**src/hdl/lsre_pkg.sv**
```systemverilog
package lsre_pkg;

  // Label store geometry
  localparam int LabelMax = 40;
  localparam int AddrW    = $clog2(LabelMax);
  // Label length saturates at LabelMax+1 to flag an overlong literal
  localparam int LenW     = $clog2(LabelMax + 2);

  localparam int ByteW  = 8;
  localparam int RunW   = 8;
  localparam int DepthW = 16;

  localparam logic [DepthW-1:0] DepthMax     = '1;
  localparam logic [RunW-1:0]   MaxRunsReset = 8'd16;

  // Characters of interest
  localparam logic [ByteW-1:0] CharOpen   = 8'h28;
  localparam logic [ByteW-1:0] CharClose  = 8'h29;
  localparam logic [ByteW-1:0] CharBslash = 8'h5C;
  localparam logic [ByteW-1:0] CharDot    = 8'h2E;
  localparam logic [ByteW-1:0] CharSpace  = 8'h20;

  // Write request into the label store
  typedef struct packed {
    logic             we;
    logic [AddrW-1:0] addr;
    logic [ByteW-1:0] data;
  } mem_wr_t;

  // Label readout request from parser to emitter
  typedef struct packed {
    logic            start;
    logic [LenW-1:0] n;
    logic [LenW-1:0] keep;
    logic [RunW-1:0] run;
  } emit_req_t;

  typedef enum logic {
    EmitIdle,
    EmitRead
  } emit_state_e;

endpackage

```
**src/hdl/literal_string_run_extractor.sv**
```systemverilog
// Channel   Direction  Handshake              Payload
// input     in         in_valid_i/in_ready_o  content_byte_i, stream_last_i, page_first_i
// output    out        out_valid_o/out_ready_i label_byte_o, label_last_o, run_number_o
// config    in         cfg_we_i (no wait)     cfg_wdata_i (max_runs)
//
// Content bytes are taken one per cycle while no label is being read out.
// A closing ')' of a non-empty literal holds the input off for the readout:
// the single label store read port has a registered read and one read in
// flight, so each label byte is read only after the previous one has moved
// to the output register; output stalls lengthen the readout.
// The last label byte may wait in the output register while scanning resumes.
// Reset sets max_runs to 16 and clears depth, escape, length and run count;
// the label store is not cleared and needs no clearing pass.
module literal_string_run_extractor
  import lsre_pkg::*;
(
  input  logic             clk_i,
  input  logic             rst_ni,
  input  logic             cfg_we_i,
  input  logic [RunW-1:0]  cfg_wdata_i,
  input  logic             in_valid_i,
  output logic             in_ready_o,
  input  logic [ByteW-1:0] content_byte_i,
  input  logic             stream_last_i,
  input  logic             page_first_i,
  output logic             out_valid_o,
  input  logic             out_ready_i,
  output logic [ByteW-1:0] label_byte_o,
  output logic             label_last_o,
  output logic [RunW-1:0]  run_number_o
);

  mem_wr_t          wr;
  emit_req_t        req;
  logic             busy;
  logic             accept;
  logic             re;
  logic [AddrW-1:0] raddr;
  logic [ByteW-1:0] rdata;

  assign in_ready_o = !busy;
  assign accept     = in_valid_i && in_ready_o;

  lsre_parser u_parser (
    .clk_i          (clk_i),
    .rst_ni         (rst_ni),
    .cfg_we_i       (cfg_we_i),
    .cfg_wdata_i    (cfg_wdata_i),
    .accept_i       (accept),
    .content_byte_i (content_byte_i),
    .stream_last_i  (stream_last_i),
    .page_first_i   (page_first_i),
    .wr_o           (wr),
    .req_o          (req)
  );

  lsre_label_ram #(
    .Depth (LabelMax),
    .Width (ByteW)
  ) u_ram (
    .clk_i   (clk_i),
    .we_i    (wr.we),
    .waddr_i (wr.addr),
    .wdata_i (wr.data),
    .re_i    (re),
    .raddr_i (raddr),
    .rdata_o (rdata)
  );

  lsre_emitter u_emitter (
    .clk_i        (clk_i),
    .rst_ni       (rst_ni),
    .req_i        (req),
    .busy_o       (busy),
    .re_o         (re),
    .raddr_o      (raddr),
    .rdata_i      (rdata),
    .out_valid_o  (out_valid_o),
    .out_ready_i  (out_ready_i),
    .label_byte_o (label_byte_o),
    .label_last_o (label_last_o),
    .run_number_o (run_number_o)
  );

  // Store is never written and read in the same cycle
  assert property (@(posedge clk_i) disable iff (!rst_ni) !(wr.we && re))
    else $error("label store write and read collide");

  // Readout request only from an accepted byte
  assert property (@(posedge clk_i) disable iff (!rst_ni) req.start |-> accept)
    else $error("label readout without accepted byte");

  // A readout leaves the input held off for at least its first read
  assert property (@(posedge clk_i) disable iff (!rst_ni) req.start |=> !in_ready_o)
    else $error("input not held off at start of readout");

  // While a non-final label byte is shown the readout is still running
  assert property (@(posedge clk_i) disable iff (!rst_ni)
                   (out_valid_o && !label_last_o) |-> !in_ready_o)
    else $error("input taken in the middle of a label");

  // Emitted bytes are never control bytes
  assert property (@(posedge clk_i) disable iff (!rst_ni)
                   out_valid_o |-> (label_byte_o >= CharSpace))
    else $error("control byte on label output");

endmodule

```
**src/hdl/lsre_label_ram.sv**
```systemverilog
module lsre_label_ram #(
  parameter int Depth = 40,
  parameter int Width = 8,
  parameter int AddrW = $clog2(Depth)
) (
  input  logic             clk_i,
  input  logic             we_i,
  input  logic [AddrW-1:0] waddr_i,
  input  logic [Width-1:0] wdata_i,
  input  logic             re_i,
  input  logic [AddrW-1:0] raddr_i,
  output logic [Width-1:0] rdata_o
);

  logic [Width-1:0] mem_q [Depth];
  logic [Width-1:0] rdata_q;

  // One write port, one registered read port
  always_ff @(posedge clk_i) begin
    if (we_i) begin
      mem_q[waddr_i] <= wdata_i;
    end
    if (re_i) begin
      rdata_q <= mem_q[raddr_i];
    end
  end

  assign rdata_o = rdata_q;

endmodule

```
**src/hdl/lsre_parser.sv**
```systemverilog
module lsre_parser
  import lsre_pkg::*;
(
  input  logic             clk_i,
  input  logic             rst_ni,
  input  logic             cfg_we_i,
  input  logic [RunW-1:0]  cfg_wdata_i,
  input  logic             accept_i,
  input  logic [ByteW-1:0] content_byte_i,
  input  logic             stream_last_i,
  input  logic             page_first_i,
  output mem_wr_t          wr_o,
  output emit_req_t        req_o
);

  logic [RunW-1:0]   max_runs_q;
  logic [DepthW-1:0] depth_q, depth_d;
  logic              esc_q, esc_d;
  logic [LenW-1:0]   len_q, len_d;
  logic [RunW-1:0]   runs_q, runs_d;
  logic              append;

  // Scan one content byte
  always_comb begin
    depth_d = depth_q;
    esc_d   = esc_q;
    len_d   = len_q;
    runs_d  = runs_q;
    append  = 1'b0;
    wr_o    = '0;
    req_o   = '0;
    if (accept_i) begin
      if (page_first_i) begin
        runs_d  = '0;
        depth_d = '0;
        esc_d   = 1'b0;
        len_d   = '0;
      end
      if (runs_d < max_runs_q) begin
        if (depth_d == '0) begin
          if (content_byte_i == CharOpen) begin
            depth_d = DepthW'(1);
            len_d   = '0;
            esc_d   = 1'b0;
          end
        end else if (esc_d) begin
          esc_d  = 1'b0;
          append = 1'b1;
        end else if (content_byte_i == CharBslash && !stream_last_i) begin
          esc_d = 1'b1;
        end else if (content_byte_i == CharOpen) begin
          if (depth_d != DepthMax) begin
            depth_d = depth_d + DepthW'(1);
          end
          append = 1'b1;
        end else if (content_byte_i == CharClose) begin
          depth_d = depth_d - DepthW'(1);
          if (depth_d == '0) begin
            // outermost close: hand a non-empty label to the emitter
            if (len_d != '0) begin
              req_o.start = 1'b1;
              req_o.n     = (len_d > LenW'(LabelMax)) ? LenW'(LabelMax) : len_d;
              req_o.keep  = (len_d > LenW'(LabelMax)) ? LenW'(LabelMax - 2) : len_d;
              req_o.run   = runs_d;
              runs_d      = runs_d + RunW'(1);
            end
            len_d = '0;
          end else begin
            append = 1'b1;
          end
        end else begin
          append = 1'b1;
        end
      end
      // store byte; length saturates one past the store size
      if (append) begin
        if (len_d < LenW'(LabelMax)) begin
          wr_o.we   = 1'b1;
          wr_o.addr = len_d[AddrW-1:0];
          wr_o.data = content_byte_i;
        end
        if (len_d < LenW'(LabelMax + 1)) begin
          len_d = len_d + LenW'(1);
        end
      end
      if (stream_last_i) begin
        depth_d = '0;
        esc_d   = 1'b0;
        len_d   = '0;
      end
    end
  end

  always_ff @(posedge clk_i or negedge rst_ni) begin
    if (!rst_ni) begin
      max_runs_q <= MaxRunsReset;
      depth_q    <= '0;
      esc_q      <= 1'b0;
      len_q      <= '0;
      runs_q     <= '0;
    end else begin
      if (cfg_we_i) begin
        max_runs_q <= cfg_wdata_i;
      end
      depth_q <= depth_d;
      esc_q   <= esc_d;
      len_q   <= len_d;
      runs_q  <= runs_d;
    end
  end

endmodule

```
**src/hdl/lsre_emitter.sv**
```systemverilog
module lsre_emitter
  import lsre_pkg::*;
(
  input  logic             clk_i,
  input  logic             rst_ni,
  input  emit_req_t        req_i,
  output logic             busy_o,
  output logic             re_o,
  output logic [AddrW-1:0] raddr_o,
  input  logic [ByteW-1:0] rdata_i,
  output logic             out_valid_o,
  input  logic             out_ready_i,
  output logic [ByteW-1:0] label_byte_o,
  output logic             label_last_o,
  output logic [RunW-1:0]  run_number_o
);

  emit_state_e      state_q, state_d;
  logic [AddrW-1:0] idx_q, idx_d;
  logic [LenW-1:0]  n_q, keep_q;
  logic [RunW-1:0]  run_q;
  logic             issue, is_last;
  logic             pend_q, pend_last_q, pend_dot_q;
  logic             out_valid_q, out_last_q;
  logic [ByteW-1:0] out_byte_q, byte_fix;
  logic [RunW-1:0]  out_run_q;

  // One read in flight; issue only when the output register is free next cycle
  assign issue   = (state_q == EmitRead) && !pend_q && (!out_valid_q || out_ready_i);
  assign is_last = (LenW'(idx_q) == n_q - LenW'(1));
  assign re_o    = issue;
  assign raddr_o = idx_q;
  assign busy_o  = (state_q == EmitRead);

  // Sequencer
  always_comb begin
    state_d = state_q;
    idx_d   = idx_q;
    unique case (state_q)
      EmitIdle: begin
        if (req_i.start) begin
          state_d = EmitRead;
          idx_d   = '0;
        end
      end
      EmitRead: begin
        if (issue) begin
          if (is_last) begin
            state_d = EmitIdle;
          end else begin
            idx_d = idx_q + AddrW'(1);
          end
        end
      end
      default: state_d = EmitIdle;
    endcase
  end

  always_ff @(posedge clk_i or negedge rst_ni) begin
    if (!rst_ni) begin
      state_q     <= EmitIdle;
      pend_q      <= 1'b0;
      out_valid_q <= 1'b0;
    end else begin
      state_q <= state_d;
      pend_q  <= issue;
      if (pend_q) begin
        out_valid_q <= 1'b1;
      end else if (out_ready_i) begin
        out_valid_q <= 1'b0;
      end
    end
  end

  // Label geometry and per-read flags
  always_ff @(posedge clk_i) begin
    idx_q <= idx_d;
    if (req_i.start && state_q == EmitIdle) begin
      n_q    <= req_i.n;
      keep_q <= req_i.keep;
      run_q  <= req_i.run;
    end
    if (issue) begin
      pend_last_q <= is_last;
      pend_dot_q  <= (LenW'(idx_q) >= keep_q);
    end
  end

  // Truncation dots and control bytes shown as space
  always_comb begin
    if (pend_dot_q) begin
      byte_fix = CharDot;
    end else if (rdata_i < CharSpace) begin
      byte_fix = CharSpace;
    end else begin
      byte_fix = rdata_i;
    end
  end

  // Output register
  always_ff @(posedge clk_i) begin
    if (pend_q) begin
      out_byte_q <= byte_fix;
      out_last_q <= pend_last_q;
      out_run_q  <= run_q;
    end
  end

  assign out_valid_o  = out_valid_q;
  assign label_byte_o = out_byte_q;
  assign label_last_o = out_last_q;
  assign run_number_o = out_run_q;

endmodule
```
**config.mk**
```make
export PLATFORM = sky130hd
export DESIGN_NAME = literal_string_run_extractor
export DESIGN_NICKNAME = d
export VERILOG_FILES = /design/src/hdl/lsre_pkg.sv /design/src/hdl/literal_string_run_extractor.sv /design/src/hdl/lsre_label_ram.sv /design/src/hdl/lsre_parser.sv /design/src/hdl/lsre_emitter.sv
export SDC_FILE = /design/constraint.sdc
export NUM_CORES = 1
export LEC_CHECK = 0
export ABC_AREA = 1
export BUFFER_PORTS_ARGS = -buffer_cell sky130_fd_sc_hd__buf_2
export CAP_MARGIN = 20
export CORE_MARGIN = 2
export CORE_UTILIZATION = 63
export CTS_CLUSTER_DIAMETER = 60
export CTS_CLUSTER_SIZE = 25
export DETAILED_ROUTE_END_ITERATION = 6
export GPL_TIMING_DRIVEN = 0
export PLACE_DENSITY = 0.86
export SLEW_MARGIN = 10
export SYNTH_ARGS = -nofsm -noshare
export SYNTH_HDL_FRONTEND = slang
export SYNTH_SLANG_ARGS = --single-unit
```
**constraint.sdc**
```tcl
create_clock -name clk_i -period 4.45 [get_ports clk_i]
set_input_delay 0.2225 -clock clk_i [delete_from_list [all_inputs] [get_ports clk_i]]
set_output_delay 0.2225 -clock clk_i [all_outputs]
set_load 0.1 [all_outputs]
```
==> impl_metrics.py <==
metrics = {
    "outcome": {
        "status": "completed",
    },
    "sta": {
        "worst_hold_slack_ns": 0.145,
        "report.final.hold_viol_count": 0,
        "timing.final.crit_period_ns": 4.31,
        "layout_worst_path_cycle_share_pct": 96.8,
        "fmaxAchievable_mhz": 232,
        "slew_viol_final": 0,
        "worst_clock_skew_ns": 0.0268,
        "worstMarginPinSlew_ns": 1.01,
        "slew_headroom_pct": 32.6,
        "setup_viol": 0,
    },
    "placement": {
        "place.detailed.instances": 2194,
        "dpl.hpwl_microns": 37100,
        "placed_area_sq_um": 19700,
        "finalWeightedCongestion": 0.995,
        "portBuffers": 41,
    },
    "yosys": {
        "synth_cells": 1756,
        "synth-edff-count": 370,
        "synth_seq_area_share_pct": 64.9,
        "synth_async_sr_flop_share_pct": 10.2,
        "synth-main-ff-cell": "edfxtp_1",
        "syn-num-nets": 1801,
        "ffs_latches_synth": 412,
        "yosys_warnings": 0,
        "post_synth_num_cell_types": 47,
        "post_synth_instance_area_sq_um": 18700,
        "post_synth.cell_area_avg_sq_um": 10.7,
    },
    "routing": {
        "remaining_drc_errors": 0,
        "drt-initial-drc-count": 2542,
        "via_per_inst": 6.66,
        "routed_antenna_nets": 0,
        "routed_wl_microns": 56700,
        "routedWlPerCell_microns": 25.0,
        "firstDrtPassIters": 6,
        "vias": 15073,
    },
    "die": {
        "floorplan.initialDensity_pct": 63.6,
        "io_pins": 42,
        "fp.dieH_microns": 176,
        "die_area_sq_um": 31100,
        "core_sq_um": 29500,
        "die_w_microns": 176,
        "core.rowCount": 63,
    },
    "setup_path": {
        "crit_type": "flip-flop to flip-flop",
        "crit_required_ns": 4.65,
        "end_kind": "flip-flop",
        "worst-path-max-fanout": 10,
        "setup.worst_path.start_class": "flip-flop",
        "cp_data_arrival_time_ns": 4.51,
    },
    "global_route": {
        "number_of_global_route_vias_before_repair": 14650,
        "largest_net_degree_at_the_start_of_global_routing": 43,
        "groute.usage.overall_pct": 36.5,
        "grt_antenna_before_repair": 0,
        "total_congestion_overflow_after_global_routing": 0,
        "grt_pass1_wl_microns": 85200,
    },
    "cells_and_area": {
        "final_core_util_pct": 71.3,
        "finish.net_count": 1897,
        "insertedDiodeCount": 0,
        "areaGrowthSynthToFinish_pct": 12.1,
        "post-route-cell-area_sq_um": 21000,
        "final_instance_count_excl_fillers": 2264,
        "final_layout_size_suffix_gt1_share_pct": 10.1,
    },
    "clock_network": {
        "h-tree-depth": 1,
        "tritoncts.num_buffers": 29,
        "clock_tree_root_driver_cell": "clkbuf_16",
        "clockBufferDepth": 3,
        "cts_tree": "yes",
        "worst_setup_hold_path_clk_slew_ns": 0.08,
        "clock_sinks": 412,
        "insertion_delay_ns": 0.58,
    },
    "pwr": {
        "leakage_nw": 7.64,
        "vdd.ir_drop.worst_v": 0.000383,
        "power_w": 0.00753,
        "power_density_nw_per_um2": 358,
    },
    "hold_path": {
        "hold_path.class": "input pin to async pin",
    },
    "flow_run": {
        "max-cap-violations": 0,
    },
}
==> cells in the mapped netlist (4+ instances only) <==
library cell | n | area share (%)
o221ai_1 | 37 | 1.7
dfrtp_1 | 41 | 5.5
o211ai_1 | 17 | 0.68
nand3_1 | 73 | 1.9
xor2_1 | 19 | 0.89
and3_1 | 5 | 0.17
nand2_1 | 215 | 4.3
nor4_1 | 5 | 0.17
inv_2 | 5 | 0.10
nand4_1 | 38 | 1.3
nor3_1 | 18 | 0.48
ha_1 | 22 | 1.5
o21a_1 | 4 | 0.16
clkbuf_1 | 74 | 1.5
edfxtp_1 | 370 | 59
o21ai_1 | 6 | 0.16
o22ai_1 | 51 | 1.7
a21oi_1 | 35 | 0.93
inv_1 | 123 | 2.5
nand3_2 | 4 | 0.21
nor2_1 | 303 | 6.1
nor2_4 | 5 | 0.30
clkinv_1 | 7 | 0.14
nand2_2 | 6 | 0.20
o21ai_0 | 226 | 6.0
nor2_2 | 4 | 0.13
a31oi_1 | 6 | 0.20
==> layout by cell type, fill, tap and decap left out, types with 4 or more instances in the layout <==
| cell | instances |
|---|---|
| o21ai_1 | 6 |
| nand2_2 | 6 |
| nand4_1 | 38 |
| clkbuf_1 | 76 |
| o21ai_0 | 226 |
| nor3_1 | 18 |
| o21a_1 | 4 |
| clkinv_1 | 6 |
| buf_16 | 6 |
| and3_1 | 5 |
| edfxtp_1 | 370 |
| nor2_1 | 256 |
| clkinvlp_4 | 7 |
| ha_1 | 22 |
| clkbuf_16 | 29 |
| o22ai_1 | 51 |
| o221ai_1 | 37 |
| inv_2 | 5 |
| xor2_1 | 19 |
| dfrtp_1 | 41 |
| nor4_1 | 5 |
| buf_2 | 43 |
| dlygate4sd3_1 | 16 |
| nor2_4 | 20 |
| nor2_2 | 36 |
| a31oi_1 | 6 |
| inv_1 | 123 |
| nand3_1 | 71 |
| nand3_2 | 6 |
| nand2_1 | 215 |
| clkinv_4 | 4 |
| a21oi_1 | 35 |
| o211ai_1 | 17 |
==> routing by layer <==
metal / global-route usage [%] / up-vias / routed length [microns]
met2: 59.4 / 1262 / 26700
met4: 15.5 / 2 / 2830
li1: - / 6460 / -
met5: 0.962 / - / 34
met1: 48.3 / 7121 / 19800
met3: 7.36 / 228 / 7320
==> area by class of cell <==
| type | instances | area [sq um] |
|---|---|---|
| plain buffers | 81 | 329 |
| clock buffers | 31 | 733 |
| clock inverters | 22 | 275 |
| fillers | 1963 | 8460 |
| inverters | 135 | 510 |
| multi-input cells | 1127 | 5940 |
| flip-flops and latches | 412 | 12200 |
| well taps | 390 | 488 |
| repair buffers | 66 | 578 |
==> power by group <==
| group | leakage [nW] | switching (W) | internal [W] |
|---|---|---|---|
| registers | 4.04 | 0.0000130 | 0.00424 |
| logic | 3.13 | 0.000314 | 0.000120 |
| clock network | 0.470 | 0.00150 | 0.00135 |
| total | 7.64 | 0.00182 | 0.00571 |
==> logic make-up after synthesis <==
| logic type | count (synthesis) | share of synthesized area, % |
|---|---|---|
| xor+xnor | 22 | 1.03 |
| compound gates | 397 | 12.3 |
| flops | 412 | 64.9 |
| buf+inv | 217 | 4.48 |
| simple gates | 686 | 15.9 |
| fa+ha+maj | 22 | 1.47 |
==> stage by stage <==
| stage | setup slack, ns | setup TNS, ns |
|---|---|---|
| 3_5_place_dp | -0.488 | -100.80 |
| 2_1_floorplan | 0.730 | 0 |
| 4_1_cts | 0.0784 | 0 |
| 6_report | 0.142 | 0 |
| 5_1_grt | -0.00998 | -0.0763 |
| 3_3_place_gp | -1.60 | -521.71 |
==> path summary, 6_finish.rpt <==
path | startpoint | end | slack [ns] | cells past startpoint
max | u_parser.runs_q[1] | u_ram.mem_q[8][1] | 0.14 | 16
min | rst_ni | u_parser.max_runs_q[3] | 0.14 | 2
max reg2reg | u_parser.runs_q[1] | u_ram.mem_q[8][1] | 0.14 | 16
min reg2reg | u_emitter.pend_last_q | u_emitter.label_last_o | 0.43 | 0
max in group asynchronous | rst_ni | u_parser.max_runs_q[4] | 3.75 | 3
min in group clk_i | stream_last_i | u_parser.depth_q[6] | 0.15 | 4
==> sequential cells by signal (all words and copies together) (netlist names) <==
name	count
u_ram.rdata_o	8
u_emitter.keep_q	6
u_emitter.run_q	8
u_emitter.pend_last_q	1
u_parser.runs_q	8
u_emitter.out_valid_o	1
u_emitter.n_q	3
u_emitter.label_last_o	1
u_parser.depth_q	16
u_emitter.busy_o	1
u_emitter.run_number_o	8
u_parser.len_q	6
u_ram.mem_q	320
u_parser.esc_q	1
u_emitter.label_byte_o	8
u_emitter.pend_q	1
u_parser.max_runs_q	8
u_emitter.raddr_o	6
u_emitter.pend_dot_q	1
==> timing repair <==
action / in CTS / in global routing
setup buffers: 0 / 0
hold endpoints to repair: 50 / 0
gates resized for setup: 0 / 49
hold buffers: 16 / 0
setup endpoints to repair: 0 / 320
==> critical path, stage by stage, from the launching register on <==
cell	delay, ns
dfrtp_1	0.39
inv_1	0.11
nor2_1	0.08
ha_1	0.33
o21a_1	0.15
o211ai_1	0.12
nand2_1	0.10
nand4_1	0.09
nand2_1	0.35
clkinvlp_4	0.36
nand2_1	0.20
nand4_1	0.23
nand3_4	0.21
inv_2	0.10
nand3_4	0.20
nand3_2	0.34
nor2_2	0.58
Note: power is estimated with default switching activity, not from simulation.
